`src/hw/rtl/epd_pkg.sv`:
```
// Shared types, constants and the word decode function for the encoder packet decoder.
// No dependencies; imported by every module of the block.
package epd_pkg;

  localparam int unsigned ANGLE_W     = 13;
  localparam int unsigned NUM_WORDS   = 3;
  localparam int unsigned NUM_PAYLOAD = 6;

  localparam logic [7:0] HDR_BYTE = 8'hAA;
  localparam int unsigned BAD_BIT = 13;

  // Byte position codes: hunting for the header, expecting the first payload byte, or expecting the checksum.
  localparam logic [2:0] POS_HUNT  = 3'd0;
  localparam logic [2:0] POS_FIRST = 3'd1;
  localparam logic [2:0] POS_CHECK = 3'd7;

  // Configuration register indexes.
  localparam logic [1:0] CFG_OFFSET_ONE   = 2'd0;
  localparam logic [1:0] CFG_OFFSET_TWO   = 2'd1;
  localparam logic [1:0] CFG_OFFSET_THREE = 2'd2;

  typedef logic [ANGLE_W-1:0] angle_t;

  // Completed packet waiting for decode.
  typedef struct packed {
    logic                       valid;
    logic [NUM_WORDS-1:0][15:0] word;
    logic                       checksum_ok;
  } pkt_t;

  typedef struct packed {
    angle_t angle;
    logic   ok;
  } decoded_t;

  // Bit 13 set marks a bad reading; pass its low bits raw, else remove the offset mod 8192.
  function automatic decoded_t decode_word(input logic [15:0] word, input angle_t offset);
    decoded_t res;
    angle_t   raw;
    raw = word[ANGLE_W-1:0];
    if (word[BAD_BIT]) begin
      res.ok    = 1'b0;
      res.angle = raw;
    end else begin
      res.ok    = 1'b1;
      res.angle = raw - offset;
    end
    return res;
  endfunction

endpackage

```
`src/hw/rtl/epd_frame.sv`:
```
// Byte framer: header hunt, payload capture, running checksum, packet register.
// Depends on epd_pkg.
module epd_frame import epd_pkg::*; (
  input  logic       clk,
  input  logic       rst,
  input  logic       accept,
  input  logic [7:0] rx_byte,
  input  logic       advance,
  output pkt_t       pkt,
  output logic [2:0] pos
);

  logic [7:0]                 sum;
  logic [7:0]                 payload [NUM_PAYLOAD];
  logic                       pkt_valid;
  logic [NUM_WORDS-1:0][15:0] pkt_word;
  logic                       pkt_sum_ok;

  always_ff @(posedge clk) begin
    if (rst) begin
      pos       <= POS_HUNT;
      sum       <= 8'd0;
      pkt_valid <= 1'b0;
    end else begin
      // A new packet lands when the register is empty or the previous one moves on in the same cycle.
      if (accept && pos == POS_CHECK) begin
        pkt_valid <= 1'b1;
      end else if (advance) begin
        pkt_valid <= 1'b0;
      end
      if (accept) begin
        case (pos)
          POS_HUNT: begin
            if (rx_byte == HDR_BYTE) begin
              pos <= POS_FIRST;
              sum <= 8'd0;
            end
          end
          POS_CHECK: begin
            pos <= POS_HUNT;
            sum <= 8'd0;
          end
          default: begin
            sum <= sum + rx_byte;
            pos <= pos + 3'd1;
          end
        endcase
      end
    end
  end

  // Payload and packet data carry no reset.
  always_ff @(posedge clk) begin
    if (accept && pos != POS_HUNT && pos != POS_CHECK) begin
      payload[pos - 3'd1] <= rx_byte;
    end
    if (accept && pos == POS_CHECK) begin
      pkt_word[0] <= {payload[1], payload[0]};
      pkt_word[1] <= {payload[3], payload[2]};
      pkt_word[2] <= {payload[5], payload[4]};
      pkt_sum_ok  <= (sum == rx_byte);
    end
  end

  assign pkt = '{valid: pkt_valid, word: pkt_word, checksum_ok: pkt_sum_ok};

endmodule

```
`src/hw/rtl/epd_result.sv`:
```
// Angle decode and result register with valid/stall handshake.
// Depends on epd_pkg.
module epd_result import epd_pkg::*; (
  input  logic   clk,
  input  logic   rst,
  input  pkt_t   pkt,
  input  angle_t offset_one,
  input  angle_t offset_two,
  input  angle_t offset_three,
  input  logic   out_stall,
  output logic   advance,
  output logic   out_valid,
  output angle_t angle_one,
  output angle_t angle_two,
  output angle_t angle_three,
  output logic   valid_one,
  output logic   valid_two,
  output logic   valid_three,
  output logic   checksum_ok
);

  decoded_t dec_one, dec_two, dec_three;

  assign dec_one   = decode_word(pkt.word[0], offset_one);
  assign dec_two   = decode_word(pkt.word[1], offset_two);
  assign dec_three = decode_word(pkt.word[2], offset_three);

  // Load when the result register is empty or its transaction completes this cycle.
  assign advance = pkt.valid && (!out_valid || !out_stall);

  always_ff @(posedge clk) begin
    if (rst) begin
      out_valid <= 1'b0;
    end else if (advance) begin
      out_valid <= 1'b1;
    end else if (!out_stall) begin
      out_valid <= 1'b0;
    end
  end

  always_ff @(posedge clk) begin
    if (advance) begin
      angle_one   <= dec_one.angle;
      angle_two   <= dec_two.angle;
      angle_three <= dec_three.angle;
      valid_one   <= dec_one.ok;
      valid_two   <= dec_two.ok;
      valid_three <= dec_three.ok;
      checksum_ok <= pkt.checksum_ok;
    end
  end

endmodule

```
`src/hw/rtl/encoder_packet_decoder.sv`:
```
// Top level of the encoder packet decoder: offset registers, framer and result stage.
// Depends on epd_pkg, epd_frame and epd_result.
//
// Takes one received byte per cycle while in_stall is low. Bytes are dropped until the
// header 0xAA; the next six bytes are three little-endian encoder words and the eighth is
// the checksum (8-bit sum of the six). On the checksum byte one result is produced: three
// angles in 1/8192 turn with offsets removed (raw for words with bit 13 set), three valid
// flags and checksum_ok. The result passes through the packet register and then the result
// register. in_stall rises only when both of those registers hold a packet and the output
// is stalled; otherwise a valid byte is accepted in every cycle. The user must write offsets
// through cfg_we/cfg_index/cfg_data only while idle; the block itself does not enforce this.
module encoder_packet_decoder import epd_pkg::*; (
  input  logic         clk,
  input  logic         rst,
  input  logic         cfg_we,
  input  logic [1:0]   cfg_index,
  input  logic [12:0]  cfg_data,
  input  logic         in_valid,
  output logic         in_stall,
  input  logic [7:0]   rx_byte,
  output logic         out_valid,
  input  logic         out_stall,
  output logic [12:0]  angle_one,
  output logic [12:0]  angle_two,
  output logic [12:0]  angle_three,
  output logic         valid_one,
  output logic         valid_two,
  output logic         valid_three,
  output logic         checksum_ok
);

  angle_t     offset_one, offset_two, offset_three;
  pkt_t       pkt;
  logic [2:0] pos;
  logic       accept;
  logic       advance;

  always_ff @(posedge clk) begin
    if (rst) begin
      offset_one   <= '0;
      offset_two   <= '0;
      offset_three <= '0;
    end else if (cfg_we) begin
      case (cfg_index)
        CFG_OFFSET_ONE:   offset_one   <= cfg_data;
        CFG_OFFSET_TWO:   offset_two   <= cfg_data;
        CFG_OFFSET_THREE: offset_three <= cfg_data;
        default: ;
      endcase
    end
  end

  // Hold the input only while a finished packet cannot move into the result register.
  assign in_stall = pkt.valid && out_valid && out_stall;
  assign accept   = in_valid && !in_stall;

  epd_frame u_frame (
    .clk     (clk),
    .rst     (rst),
    .accept  (accept),
    .rx_byte (rx_byte),
    .advance (advance),
    .pkt     (pkt),
    .pos     (pos)
  );

  epd_result u_result (
    .clk          (clk),
    .rst          (rst),
    .pkt          (pkt),
    .offset_one   (offset_one),
    .offset_two   (offset_two),
    .offset_three (offset_three),
    .out_stall    (out_stall),
    .advance      (advance),
    .out_valid    (out_valid),
    .angle_one    (angle_one),
    .angle_two    (angle_two),
    .angle_three  (angle_three),
    .valid_one    (valid_one),
    .valid_two    (valid_two),
    .valid_three  (valid_three),
    .checksum_ok  (checksum_ok)
  );

  a_check_makes_packet: assert property (@(posedge clk) disable iff (rst)
    accept && pos == POS_CHECK |=> pkt.valid)
    else $error("checksum byte did not produce a packet");

  a_packet_held: assert property (@(posedge clk) disable iff (rst)
    pkt.valid && !advance |=> pkt.valid)
    else $error("pending packet dropped while result register busy");

  a_hunt_drop: assert property (@(posedge clk) disable iff (rst)
    accept && pos == POS_HUNT && rx_byte != HDR_BYTE |=> pos == POS_HUNT)
    else $error("framer left hunt without a header");

  a_no_stall_when_empty: assert property (@(posedge clk) disable iff (rst)
    !pkt.valid |-> !in_stall)
    else $error("input stalled with no pending packet");

endmodule
```
`config.mk`:
```
export PLATFORM = sky130hd
export DESIGN_NAME = encoder_packet_decoder
export DESIGN_NICKNAME = d
export VERILOG_FILES = /design/src/hw/rtl/epd_pkg.sv /design/src/hw/rtl/epd_frame.sv /design/src/hw/rtl/epd_result.sv /design/src/hw/rtl/encoder_packet_decoder.sv
export SDC_FILE = /design/constraint.sdc
export NUM_CORES = 1
export LEC_CHECK = 0
export ABC_AREA = 1
export BUFFER_PORTS_ARGS = -buffer_cell sky130_fd_sc_hd__buf_2
export CAP_MARGIN = 0
export CORE_ASPECT_RATIO = 0.75
export CORE_MARGIN = 5
export CORE_UTILIZATION = 40
export CTS_CLUSTER_DIAMETER = 100
export DETAILED_ROUTE_END_ITERATION = 6
export PLACE_DENSITY = 0.57
export SYNTH_ARGS = -nofsm -noshare
export SYNTH_HDL_FRONTEND = slang
export SYNTH_SLANG_ARGS = --single-unit
export TNS_END_PERCENT = 50
```
`constraint.sdc`:
```
create_clock -name clk -period 4.5 [get_ports clk]
set_input_delay 0.225 -clock clk [delete_from_list [all_inputs] [get_ports clk]]
set_output_delay 0.225 -clock clk [all_outputs]
set_load 0.005 [all_outputs]
```
==> impl_metrics.json <==
{
  "run_status": "finished clean",
  "hpwl_um": 15400,
  "critical_path_required_ns": 4.54,
  "crit_start": "u_frame.pos[0]",
  "power_density_mw_per_mm2": 350,
  "synthArstFlopShare_pct": 0,
  "grt_usage_pct": 16.4,
  "hold_path_class": "in -> reg",
  "cts_buffers": 17,
  "die_x_um": 182,
  "hold_viol": 0,
  "ys_warn_count": 0,
  "slew_headroom_pct": 30.1,
  "num_rows": 47,
  "synth_ff_type": "edfxtp_1",
  "ff_latch_area_mm2": 0.00488,
  "wl_per_cell_um": 15.2,
  "antenna_found_initial": 0,
  "syn-num-nets": 1070,
  "ys_ff_latch": 180,
  "arrival_ns": 2.70,
  "reg2reg_slack_ns": 1.84,
  "finalSetupTns_ns": 0,
  "final_nets": 1146,
  "clock_path_buffers": 2,
  "layout_common_cells": "nand2_1 (262), inv_1 (166), edfxtp_1 (128)",
  "drv_cap": 0,
  "placed_cells": 1342,
  "skew_ns": 0.0110,
  "die_area_mm2": 0.0253,
  "initial_core_util_pct": 40.4,
  "synth_area_per_cell_um2": 8.95,
  "netlist_instances": 991,
  "fillers": 2106,
  "worstRegToRegCells": 9,
  "endpoint": "u_frame.payload[2][0]",
  "dpl_worst_slack_ns": 1.85,
  "synth_edf_count": 128,
  "ys_seq_area_share_pct": 55.1,
  "reg2reg_to": "u_frame.payload[2][0]",
  "fin_cells": 1374,
  "cp_max_fo": 9,
  "cts_resized": 0,
  "ys_types": 32,
  "drcViolationCount": 0,
  "io_pins": 73,
  "worst_slew_pin_slew_ns": 1.04,
  "ant_nets": 0,
  "gp_congestion": 0.892,
  "viasPerCell": 4.78,
  "grt_overflow": 0,
  "multiInputGateArea_mm2": 0.00327,
  "num_vias": 6564,
  "startpoint_type": "flop",
  "io_buffers": 72,
  "cts_tree": "yes",
  "min_from": "out_stall",
  "die_h_um": 139,
  "drive_above_1_share_pct": 11.7,
  "grt_first_pass_wirelength_um": 32700,
  "period_minus_slack_ns": 2.66,
  "power_mw": 3.54,
  "min_path_cells": 3,
  "fmax_ghz": 0.376,
  "drtPass1Iterations": 5,
  "grt_start_max_net_pins": 44,
  "clock_latency_ns": 0.43,
  "wirelength_um": 20800,
  "power.ir.vdd_worst_uv": 294,
  "drt_iter0_drc": 465,
  "critical_path_class": "reg -> reg",
  "setup_ws_ns": 1.84,
  "diodes": 0,
  "hold_slack_ns": 0.100,
  "end_kind": "flop",
  "slew_viol_final": 0,
  "holdBufCountCts": 0,
  "core_mm2": 0.0219,
  "mostFrequentLayoutCell": "nand2_1",
  "p_leak_nw": 4.45,
  "area_delta_synth_final_pct": 14.0,
  "setup_viol": 0,
  "grt_setup_unrepaired": "false",
  "cts_sinks": 180,
  "syn_area_mm2": 0.00887,
  "grt_pass1_vias": 5941,
  "clkSlewWorstSetupHoldPaths_ns": 0.07,
  "post_cts_buffers": 0,
  "cts-root-buf": "clkbuf_16",
  "timing.final.crit_share_pct": 59.1,
  "htree_levels": 4,
  "timing.rr.start": "u_frame.pos[0]"
}
Yosys cell counts, types with 3 or more instances:
library cell	instances	area, um2
nand2_1	262	983
inv_1	166	623
edfxtp_1	128	3840
a21oi_1	67	335
o21ai_0	66	330
nand3_1	60	300
dfxtp_1	52	1040
ha_1	47	588
nor2_1	45	169
nand4_1	15	93.8
nor3_1	15	75.1
buf_2	9	45.0
nand2_2	8	50.1
nand3b_1	6	45.0
xnor2_1	6	52.6
xor2_1	5	43.8
clkbuf_1	4	15.0
fa_1	4	80.1
inv_2	4	15.0
and2_1	3	18.8
worst max-delay path: stages, from the launching register on:
cell and delay (ns):
dfxtp_1 0.44, inv_1 0.15, ha_1 0.22, inv_1 0.06
nor2_1 0.05, inv_1 0.08, nand2_2 0.08, nor2_4 0.26
inv_2 0.11, nor3_1 0.83
registers in the layout, indices dropped and copies added (netlist names), 3 cells and up:
name	count
u_result.angle_three	13
u_frame.sum	8
offset_one	13
u_result.angle_one	13
u_frame.pkt	42
u_frame.pos	3
u_result.angle_two	13
offset_two	13
u_frame.payload	42
offset_three	13
per-layer routing:
layer / track usage [%] / vias to the layer above / wire length [um] / share of wire, %
met5: 0 / - / 0 / 0
met4: 3.51 / 0 / 159 / 0.76
met3: 3.38 / 14 / 902 / 4.3
met2: 23.9 / 143 / 9090 / 44
met1: 25.2 / 3008 / 10700 / 51
li1: - / 3399 / - / -
where the power goes:
part | internal (mW) | switching, mW | leakage (nW)
Clock | 0.786 | 0.658 | 0.271
Combinational | 0.101 | 0.197 | 2.60
Sequential | 1.79 | 0.0129 | 1.58
through the flow:
step | instance area (um2) | utilization [%]
2_1_floorplan | 8870 | -
3_3_place_gp | 9550 | 43.5
3_5_place_dp | 9550 | 43.5
4_1_cts | 10100 | 46.1
5_1_grt | 10100 | 46.1
6_report | 10100 | 46.1
logic make-up (layout without fill, tap and decap cells):
kind of cell    after synthesis  in the layout  synth area share, %
simple gates                424            424                 20.4
buf+inv                     190            279                 8.28
flops                       180            180                 55.1
compound gates              135            135                 7.62
fa+ha+maj                    51             51                 7.53
xor+xnor                     11             11                 1.09
worst min-delay path by stage:
| stage | endpoint | slack (ns) |
|---|---|---|
| finish | u_result.out_valid | 0.10 |
| global route | u_frame.payload[2][7] | 0.09 |
| CTS | u_result.out_valid | 0.08 |
| detailed placement | u_frame.pkt[10] | 0.40 |
| global placement | u_frame.pkt[9] | 0.40 |
| floorplan | u_frame.payload[0][0] | 0.32 |
cell type report:
type | count | share of cell area (%)
Sequential cell | 180 | 48.3
Multi-Input combinational cell | 621 | 32.3
Inverter | 172 | 6.38
Clock buffer | 19 | 4.38
Timing Repair Buffer | 75 | 3.79
Tap cell | 294 | 3.64
Clock inverter | 13 | 1.22
No activity file was read; power rests on OpenSTA's default activity.
